<file path="src/rtl/qrs_pkg.sv">
`timescale 1ns / 1ps
`default_nettype none
// ----------------------------------------------------------------------------
// qrs_pkg
// Shared types and constants for the quadratic root solver pipeline.
// ----------------------------------------------------------------------------
package qrs_pkg;

   localparam int CoefWidth = 16;
   localparam int ValWidth  = 32;
   localparam int KindWidth = 3;
   localparam int DiscWidth = 35;   // |b*b - 4ac| fits below 2^34
   localparam int RadWidth  = 64;   // |d| << 30
   localparam int RootWidth = 32;   // isqrt result
   localparam int NumWidth  = 34;   // dividend magnitude
   localparam int DenWidth  = 16;   // divisor magnitude
   localparam int QuoWidth  = 34;   // quotient magnitude

   localparam logic [KindWidth-1:0] KIND_REAL     = 3'd0;
   localparam logic [KindWidth-1:0] KIND_COMPLEX  = 3'd1;
   localparam logic [KindWidth-1:0] KIND_LINEAR   = 3'd2;
   localparam logic [KindWidth-1:0] KIND_INFINITE = 3'd3;
   localparam logic [KindWidth-1:0] KIND_NONE     = 3'd4;

   typedef struct packed {
      logic [KindWidth-1:0] kind;
      logic                 neg_disc;
      logic                 b_neg;
      logic [CoefWidth-1:0] b_mag;
      logic                 a_neg;
      logic [DenWidth-1:0]  den_mag;
      logic                 lin_neg;
      logic [NumWidth-1:0]  lin_mag;
   } side_type;

endpackage : qrs_pkg
`default_nettype wire

</file>
<file path="src/rtl/qrs_divider.sv">
`timescale 1ns / 1ps
`default_nettype none
// ----------------------------------------------------------------------------
// qrs_divider
// Pipelined restoring divider of magnitudes, one quotient bit per stage.
// ----------------------------------------------------------------------------
module qrs_divider
   import qrs_pkg::*;
#(
   parameter int TagWidth = 1
)
(
   input  wire logic                clock,
   input  wire logic                advance,
   input  wire logic [NumWidth-1:0] in_num,
   input  wire logic [DenWidth-1:0] in_den,
   input  wire logic [TagWidth-1:0] in_tag,
   output logic [QuoWidth-1:0]      out_quo,
   output logic [TagWidth-1:0]      out_tag
);

   localparam int Steps   = NumWidth;
   localparam int RemBits = DenWidth + 1;

   logic [NumWidth-1:0] num_ff [Steps+1];
   logic [RemBits-1:0]  rem_ff [Steps+1];
   logic [DenWidth-1:0] den_ff [Steps+1];
   logic [TagWidth-1:0] tag_ff [Steps+1];

   always_comb begin
      num_ff[0] = in_num;
      rem_ff[0] = '0;
      den_ff[0] = in_den;
      tag_ff[0] = in_tag;
   end

   for (genvar g = 0; g < Steps; g++) begin : g_step
      logic [RemBits-1:0]  shift_in;
      logic [RemBits-1:0]  rem_in;
      logic [NumWidth-1:0] num_in;
      logic [NumWidth-1:0] num_r;
      logic [RemBits-1:0]  rem_r;
      logic [DenWidth-1:0] den_r;
      logic [TagWidth-1:0] tag_r;

      always_comb begin
         shift_in = {rem_ff[g][RemBits-2:0], num_ff[g][NumWidth-1]};
         if (shift_in >= RemBits'(den_ff[g])) begin
            rem_in = shift_in - RemBits'(den_ff[g]);
            num_in = {num_ff[g][NumWidth-2:0], 1'b1};
         end else begin
            rem_in = shift_in;
            num_in = {num_ff[g][NumWidth-2:0], 1'b0};
         end
      end

      always_ff @(posedge clock) begin
         if (advance) begin
            num_r <= num_in;
            rem_r <= rem_in;
            den_r <= den_ff[g];
            tag_r <= tag_ff[g];
         end
      end

      always_comb begin
         num_ff[g+1] = num_r;
         rem_ff[g+1] = rem_r;
         den_ff[g+1] = den_r;
         tag_ff[g+1] = tag_r;
      end
   end

   assign out_quo = QuoWidth'(num_ff[Steps]);
   assign out_tag = tag_ff[Steps];

endmodule : qrs_divider
`default_nettype wire

</file>
<file path="config.mk">
export PLATFORM = sky130hd
export DESIGN_NAME = qrs_divider
export DESIGN_NICKNAME = d
export VERILOG_FILES = /design/src/rtl/qrs_pkg.sv /design/src/rtl/qrs_divider.sv
export SDC_FILE = /design/constraint.sdc
export NUM_CORES = 2
export LEC_CHECK = 0
export BUFFER_PORTS_ARGS = -buffer_cell sky130_fd_sc_hd__buf_2
export CORE_MARGIN = 2
export CORE_UTILIZATION = 40
export CTS_CLUSTER_SIZE = 10
export DETAILED_ROUTE_END_ITERATION = 8
export SLEW_MARGIN = 20
export SYNTH_ARGS = -nofsm -noshare
export SYNTH_HDL_FRONTEND = slang
export SYNTH_SLANG_ARGS = --single-unit
</file>
<file path="constraint.sdc">
create_clock -name clock -period 3.3 [get_ports clock]
set_input_delay 0.66 -clock clock [delete_from_list [all_inputs] [get_ports clock]]
set_output_delay 0.66 -clock clock [all_outputs]
set_load 0.02 [all_outputs]
</file>
==> impl_metrics.tcl <==
set metrics [dict create \
    clock_latency_ns 0.92 \
    grt_pass1_wl_um 289000 \
    power_density_nw_per_um2 906 \
    root_buffer "clkbuf_16" \
    rsz0062_at_grt "false" \
    htree_levels 5 \
    grt_max_degree 133 \
    placedCellCount 10157 \
    row_count 182 \
    synth_warnings 0 \
    viasPerCell 5.11 \
    antenna_found_initial 2 \
    drt_iter0_markers 3945 \
    yosys-top-cells-area "edfxtp_1, ha_1, mux2_2" \
    grt-ovfl-total 0 \
    fin_crit_ns 3.14 \
    hold_path_class "primary input to register" \
    final_core_util_pct 46.0 \
    synth_top_cell_by_area "edfxtp_1" \
    yosys.area.top_type_share_pct 68.2 \
    r2r_start "g_step[17].rem_r[1]" \
    crit_path_start_kind "register" \
    first_pass_iters 8 \
    synth.avg_cell_area_um2 14.6 \
    nets 7891 \
    place.gp.congestion 0.857 \
    synth_nets 7386 \
    grt_pass1_vias 54025 \
    hold_start "in_den[1]" \
    dp_hpwl_um 124000 \
    drive_gt1_share_pct 12.8 \
    ant_nets 0 \
    synthCells 6771 \
    ys_types 83 \
    synthFlopType "edfxtp_1" \
    ys_seq_elements 2246 \
    cp.arrival_ns 3.75 \
    r2r-end "g_step[18].rem_r[13]" \
    skew_ns 0.0607 \
    synth-async-reset-ratio_pct 0 \
    rrSetupSlack_ns 0.16 \
    slew_violations 0 \
    fin_cells 10590 \
    status "completed" \
    clkTransAtPathRegs_ns 0.06 \
    path_max_fanout 17 \
    crit_required_ns 3.91 \
    fin_setup_tns_ns 0 \
    die_area_um2 251000 \
    clock-sinks 2246 \
    fmax_mhz 319 \
    start_util_pct 40.2 \
    cp-end-kind "register" \
    drt-total-wl_um 181000 \
    leakagePower_nw 43.1 \
    track_usage_pct 14.2 \
    syn_area_um2 98900 \
    maxCapViolCount 0 \
    worstSetupPathType "register to register" \
    die_h_um 501 \
    synth-seq-area-share_pct 68.2 \
    place.port_buffers 87 \
    drc 0 \
    maxSlewHeadroom_pct 44.0 \
    hold_depth 1 \
    ff2ff_path_depth 10 \
    area_delta_synth_final_pct 14.4 \
    clock_path_buffers 4 \
    cts-buffers-inserted 287 \
    hold_end "g_step[0].den_r[1]" \
    routed-via-count 54105 \
    place_area_um2 105000 \
    cts_tree "built" \
    io_pins 88 \
    synth-edff-count 2246 \
    worst_pin_slew_ns 0.841 \
    die_w_um 501 \
    p_total_mw 102 \
    coreArea_um2 246000 \
    fin_area_um2 113000 \
    hold_viol_final 0 \
    fin_crit_sh_pct 95.1 \
    wire_per_inst_um 17.1 \
    setup_viol 0 \
    vdd_drop_max_mv 0.571 \
]
==> metrics by stage <==
step	hold slack [ns]	setup WS (ns)
floorplan	0.400	0.327
global placement	0.400	0.0858
detailed placement	0.405	0.0648
CTS	0.0541	0.00536
global route	0.0751	0.00482
finish	0.147	0.161
==> Yosys cell counts (all sizes together), types with 22 or more instances <==
cell type,number
mux2i,53
xor2,130
nand3,100
o31ai,25
buf,34
edfxtp,2246
mux2,307
or3,30
nand4,95
clkbuf,42
nor3,95
a21oi,359
nor2b,80
xnor2,229
or2,22
o31a,36
o21bai,31
nor2,359
ha,530
inv,662
nand2b,72
o211ai,33
nor4,39
o21a,86
a211oi,52
fa,32
a21o,103
o21ai,315
a21boi,24
nand2,281
a31oi,59
==> metal layers <==
metal  up-vias  routed length, µm  track usage, %
met3       385               7840            2.50
li1      26419                  -               -
met2      1047              87200            23.9
met1     26254              80300            18.5
met4         0               5240            4.84
met5         -                  0               0
==> where the power goes <==
group | switching [mW] | leakage (nW) | internal (mW)
logic | 18.1 | 17.4 | 16.3
clock network | 10.9 | 3.79 | 15.9
registers | 2.65 | 21.9 | 38.7
==> worst max-delay path, cell delays in order (launching register included) <==
cell and delay [ns]:
edfxtp_1 0.39, ha_1 0.42, a21oi_2 0.20, a21oi_1 0.11
o41a_1 0.42, o21a_1 0.25, o311ai_2 0.23, nand2_1 0.09
a211o_1 0.33, buf_12 0.17, mux2_4 0.29
==> layout make-up <==
class	count	area [µm²]
sequential	2246	67400
clock buffer	336	7450
inverter	662	2480
antenna	2	5.00
fill	21386	133000
clock inverter	45	312
timing repair buffer	292	2690
tap	3220	4030
multi-input combinational	3787	28700
==> flip-flops by register name, indices dropped and copies added (netlist names) <==
signal,count
out_quo,34
g_step.num_r,1122
g_step.rem_r,528
out_tag,1
g_step.tag_r,33
g_step.den_r,528
==> placed cells by master, fill, tap and decap left out, drive strengths merged, types with 229 or more instances in the layout <==
cell type and count:
a21oi 359, buf 243, clkbuf 336, edfxtp 2246, ha 530, inv 672, mux2 307, nand2 281
nor2 359, o21ai 315, xnor2 229
==> cell families (layout without fill, tap and decap cells) <==
group	Yosys count	count (layout)	synth area share, %
adders and majority gates	562	562	7.36
AOI/OAI and AO/OA	1258	1258	8.15
muxes	360	360	4.08
buffers and inverters	738	1335	2.88
other	0	2	0
xor gates and xnor gates	359	359	3.18
DFF	2246	2246	68.2
and+or+nand+nor	1248	1248	6.13
==> how the worst max path moves through the flow <==
stage	start	endpoint	slack, ns	depth (start not counted)
finish	g_step[17].rem_r[1]	g_step[18].rem_r[13]	0.16	10
floorplan	g_step[14].den_r[1]	g_step[15].rem_r[10]	0.33	11
global route	g_step[1].den_r[1]	g_step[2].rem_r[2]	0.005	11
CTS	g_step[14].rem_r[0]	g_step[15].rem_r[9]	0.005	9
global placement	g_step[23].rem_r[1]	g_step[24].rem_r[4]	0.09	8
detailed placement	g_step[23].rem_r[1]	g_step[24].rem_r[9]	0.06	8
==> repair_timing <==
item                                    in CTS  in global routing
gates resized for setup                      0                 15
hold endpoints to repair                    49                  0
hold buffers                                49                  0
setup buffers                                0                  1
endpoints found under the setup margin       0                129
Power figures use the tool's default switching activity.
