## config.mk

```make
export PLATFORM = sky130hd
export DESIGN_NAME = qrs_isqrt
export DESIGN_NICKNAME = d
export VERILOG_FILES = /design/src/rtl/qrs_pkg.sv /design/src/rtl/qrs_isqrt.sv
export SDC_FILE = /design/constraint.sdc
export NUM_CORES = 2
export LEC_CHECK = 0
export ABC_CLOCK_PERIOD_IN_PS = 3500
export BUFFER_PORTS_ARGS = -buffer_cell sky130_fd_sc_hd__buf_2
export CORE_MARGIN = 2
export CORE_UTILIZATION = 54
export DETAILED_ROUTE_END_ITERATION = 6
export PLACE_DENSITY = 0.73
export SLEW_MARGIN = 20
export SYNTH_ARGS = -nofsm -noshare
export SYNTH_HDL_FRONTEND = slang
export SYNTH_SLANG_ARGS = --single-unit
```

## constraint.sdc

```tcl
create_clock -name clock -period 3.5 [get_ports clock]
set_input_delay 0 -clock clock [delete_from_list [all_inputs] [get_ports clock]]
set_output_delay 0 -clock clock [all_outputs]
set_load 0.02 [all_outputs]
```

## src/rtl/qrs_pkg.sv

```systemverilog
`timescale 1ns / 1ps
`default_nettype none
// ----------------------------------------------------------------------------
// qrs_pkg
// Shared types and constants for the quadratic root solver pipeline.
// ----------------------------------------------------------------------------
package qrs_pkg;

   localparam int CoefWidth = 16;
   localparam int ValWidth  = 32;
   localparam int KindWidth = 3;
   localparam int DiscWidth = 35;   // |b*b - 4ac| fits below 2^34
   localparam int RadWidth  = 64;   // |d| << 30
   localparam int RootWidth = 32;   // isqrt result
   localparam int NumWidth  = 34;   // dividend magnitude
   localparam int DenWidth  = 16;   // divisor magnitude
   localparam int QuoWidth  = 34;   // quotient magnitude

   localparam logic [KindWidth-1:0] KIND_REAL     = 3'd0;
   localparam logic [KindWidth-1:0] KIND_COMPLEX  = 3'd1;
   localparam logic [KindWidth-1:0] KIND_LINEAR   = 3'd2;
   localparam logic [KindWidth-1:0] KIND_INFINITE = 3'd3;
   localparam logic [KindWidth-1:0] KIND_NONE     = 3'd4;

   typedef struct packed {
      logic [KindWidth-1:0] kind;
      logic                 neg_disc;
      logic                 b_neg;
      logic [CoefWidth-1:0] b_mag;
      logic                 a_neg;
      logic [DenWidth-1:0]  den_mag;
      logic                 lin_neg;
      logic [NumWidth-1:0]  lin_mag;
   } side_type;

endpackage : qrs_pkg
`default_nettype wire

```

## src/rtl/qrs_isqrt.sv

```systemverilog
`timescale 1ns / 1ps
`default_nettype none
// ----------------------------------------------------------------------------
// qrs_isqrt
// Pipelined integer square root, one result bit per stage, with side data.
// ----------------------------------------------------------------------------
module qrs_isqrt
   import qrs_pkg::*;
(
   input  wire logic                 clock,
   input  wire logic                 reset,
   input  wire logic                 advance,
   input  wire logic                 in_valid,
   input  wire logic [RadWidth-1:0]  in_rad,
   input  wire side_type             in_side,
   output logic                      out_valid,
   output logic [RootWidth-1:0]      out_root,
   output side_type                  out_side
);

   localparam int Steps = RootWidth;

   logic                 valid_ff [Steps+1];
   logic [RadWidth-1:0]  rem_ff   [Steps+1];
   logic [RootWidth-1:0] root_ff  [Steps+1];
   side_type             side_ff  [Steps+1];

   always_comb begin
      valid_ff[0] = in_valid;
      rem_ff[0]   = in_rad;
      root_ff[0]  = '0;
      side_ff[0]  = in_side;
   end

   for (genvar g = 0; g < Steps; g++) begin : g_step
      localparam int Sh = 2 * (Steps - 1 - g);
      logic [RadWidth-1:0]  trial_in;
      logic [RadWidth-1:0]  rem_in;
      logic [RootWidth-1:0] root_in;
      logic                 valid_ff_r;
      logic [RadWidth-1:0]  rem_ff_r;
      logic [RootWidth-1:0] root_ff_r;
      side_type             side_ff_r;

      always_comb begin
         trial_in = (RadWidth'({root_ff[g], 2'b01})) << Sh;
         if (rem_ff[g] >= trial_in) begin
            rem_in  = rem_ff[g] - trial_in;
            root_in = {root_ff[g][RootWidth-2:0], 1'b1};
         end else begin
            rem_in  = rem_ff[g];
            root_in = {root_ff[g][RootWidth-2:0], 1'b0};
         end
      end

      always_ff @(posedge clock) begin
         if (reset) begin
            valid_ff_r <= 1'b0;
         end else if (advance) begin
            valid_ff_r <= valid_ff[g];
         end
         if (advance) begin
            rem_ff_r  <= rem_in;
            root_ff_r <= root_in;
            side_ff_r <= side_ff[g];
         end
      end

      always_comb begin
         valid_ff[g+1] = valid_ff_r;
         rem_ff[g+1]   = rem_ff_r;
         root_ff[g+1]  = root_ff_r;
         side_ff[g+1]  = side_ff_r;
      end
   end

   assign out_valid = valid_ff[Steps];
   assign out_root  = root_ff[Steps];
   assign out_side  = side_ff[Steps];

endmodule : qrs_isqrt
`default_nettype wire

```

==> flow_summary.toml <==
[sta]
grt_setup_unrepaired = "yes"
fmax_mhz = 286
slew_headroom = 0.328
fin_hold_ws_ns = 0.123
period_minus_slack_ns = 3.50
setup_viol = 0
hold_violations = 0
tightest_slew_ns = 1.00
finalCritPeriodShare = 1.00
worst_slack_ns = 0.00164
skew_ns = 0.0952
slew_violations = 0

[routing]
routed-via-count = 107141
routed_wl_um = 426000
vias_per_cell = 5.58
drtIter0Drc = 9340
route.detailed.drc = 2
drt_first_pass_iters = 7
drtAntennaViolNets = 0
wl_per_cell_um = 22.2

[grt]
grt_pass1_vias = 107227
grt_max_degree = 158
overflow = 0
grt_pass1_wl_um = 640000
grt.total_usage = 0.230
antenna_found_initial = 13

[finish]
finish.cell_count_without_fillers = 19202
multiInputGateArea_sq_um = 44300
final_nets = 14751
area_delta_synth_final_pct = 18.5
layout-drive-gt1-share = 0.166
design_area_sq_um = 228000
fillers = 24872
seq_area_sq_um = 146000

[placed_design]
hpwl_um = 295000
placed_cell_area_sq_um = 207000
gp_congestion = 0.946
pre_cts_slack_ns = -0.652
dp.cells = 17994
io_buffer_count = 246

[synthesis]
synth.most_common_cell = "edfxtp_1"
async_flop_share = 0
synth_seq_cells = 4880
synth_edf_count = 4848
synth_flop_cell = "edfxtp_1"
synth_largest_area_cell = "edfxtp_1"
yosysWarnings = 0
synth_top_area_frac = 0.757
syn_nets = 12867
synth_common_cells = "edfxtp_1, nand2_1, inv_1"
syn-cell-area_sq_um = 192000
ys_top_cells_by_area = "edfxtp_1, ha_1, xnor2_1, xor2_1, a21oi_1"
ys_seq_area_frac = 0.761
postSynthCellCount = 12168
synth.distinct_cells = 89
synth_area_per_cell_sq_um = 15.8

[min_path]
min_path_type = "in -> reg"

[critical_path]
crit_start = "g_step[25].rem_ff_r[11]$_DFFE_PP_"
ff2ff_setup_slack_ns = 0.002
path_class = "reg -> reg"
r2r_end = "g_step[26].rem_ff_r[51]$_DFFE_PP_"
path_delay_family = "simple AND/OR/NAND/NOR gates"
timing.rr.start = "g_step[25].rem_ff_r[11]$_DFFE_PP_"
worst_ep_required_time_ns = 4.18
crit_path_end = "g_step[26].rem_ff_r[51]$_DFFE_PP_"
critPathBufInv = 3
slowest_stage = "or4_4"
critPathMaxStageDelay_ns = 0.48
cp_cell_sequence = "inv_1, ha_1, nor4b_2, buf_4, nand4_1, buf_4, nor4_4, nor4_2, o2111a_1, or4_4, or3_4, nor4_4, xor2_1"
arrival_ns = 4.18
cp_max_fo = 2
path_depth = 13
cp-start-kind = "register"
worst_r2r_path_depth = 13
crit_path_end_kind = "register"

[power]
leakage_nw = 83.6
finalPower_mw = 150
power.density_nw_per_um2 = 660
peakVddDrop_v = 0.000659

[clock_network]
cts-root-buf = "clkbuf_16"
cts_tree = "yes"
clk_pin_slew_worst_paths_ns = 0.06
worst_skew_pair.late_latency_ns = 1.00
clockBufferDepth = 4
htree_levels = 5
clock_sinks = 4880
cts_made_buffers = 470

[flow_run]
max_cap_viol_count = 0

[die]
pin_count = 247
coreArea_sq_um = 355000
dieArea_sq_um = 361000
start_util = 0.541
die_w_um = 601
die_h_um = 601
num_rows = 219

[outcome]
status = "complete, but fails checks"
violations = "design-rule violations"
worst min-delay path by stage:
stage	start	end	slack (ns)	cells after the start
5_1_grt	in_rad[19]	g_step[0].root_ff_r[0]$_DFFE_PP_	0.11	5
6_report	in_rad[19]	g_step[0].root_ff_r[0]$_DFFE_PP_	0.12	5
2_1_floorplan	reset	g_step[30].valid_ff_r$_SDFFE_PP0P_	0.07	1
3_5_place_dp	in_side[19]	g_step[0].side_ff_r[19]$_DFFE_PP_	0.18	1
4_1_cts	in_rad[31]	g_step[0].root_ff_r[0]$_DFFE_PP_	0.007	5
3_3_place_gp	in_side[27]	g_step[0].side_ff_r[27]$_DFFE_PP_	0.18	1
timing repair:
item / in CTS / in global routing
endpoints found under the hold margin: 1449 / 0
gates cloned: 0 / 6
setup buffers: 7 / 44
setup endpoints to repair: 224 / 394
hold buffers: 284 / 0
gates resized for setup: 81 / 232
pin swaps: 20 / 84
cells by family after synthesis:
| group | Yosys count | share of synthesized area |
|---|---|---|
| flip-flops | 4880 | 0.761 |
| AND/OR/NAND/NOR | 2950 | 0.0790 |
| AO/OA/AOI/OAI | 1881 | 0.0599 |
| buffers and inverters | 902 | 0.0177 |
| XOR/XNOR | 888 | 0.0405 |
| adder cells (fa/ha/maj) | 558 | 0.0363 |
| multiplexers | 109 | 0.00611 |
power breakdown:
group	switching (mW)	internal [mW]
logic	13.9	10.6
clock network	21.8	28.9
registers	3.77	71.2
worst reg2reg max path, cell delays in order (launching register included):
cell      delay, ns
edfxtp_1       0.41
inv_1          0.11
ha_1           0.14
nor4b_2        0.20
buf_4          0.18
nand4_1        0.24
buf_4          0.25
nor4_4         0.24
nor4_2         0.08
o2111a_1       0.16
or4_4          0.48
or3_4          0.36
nor4_4         0.27
xor2_1         0.10
routing by layer:
metal	vias up	share of wire	wire length, um	track usage
met2	3479	0.50	211000	0.393
met1	52595	0.41	177000	0.304
li1	50232	-	-	-
met4	2	0.039	16700	0.0849
met3	833	0.050	21400	0.0295
met5	-	0.000045	19	0
cell usage in the layout (no fill, tap or decap), types with 474 or more instances in the layout:
cell	n
a21oi_1	593
buf_4	1037
clkbuf_16	477
edfxtp_1	4848
ha_1	528
inv_1	669
nand2_1	677
nor2_1	654
o21ai_0	477
xnor2_1	474
layout make-up:
cell class | count | area share
diodes | 10 | 0.000110
clock buffers | 566 | 0.0534
inverters | 683 | 0.0113
clock inverters | 295 | 0.0150
well taps | 4751 | 0.0261
repair buffers | 1630 | 0.0576
multi-input cells | 6386 | 0.195
flip-flops and latches | 4880 | 0.642
repair inverters | 1 | 0.0000330
metrics by stage:
step / utilization / setup TNS (ns)
2_1_floorplan: - / 0
4_1_cts: 0.637 / -0.0119
5_1_grt: 0.641 / -0.938
3_5_place_dp: 0.583 / -24.67
6_report: 0.641 / 0
3_3_place_gp: 0.583 / -15.54
registers in the layout, indices dropped and copies added, names as in the netlist:
signal             flops
g_step.valid_ff_r     31
out_valid              1
out_side              73
out_root              32
g_step.side_ff_r    2263
g_step.root_ff_r     496
g_step.rem_ff_r     1984
Power figures use the tool's default switching activity.
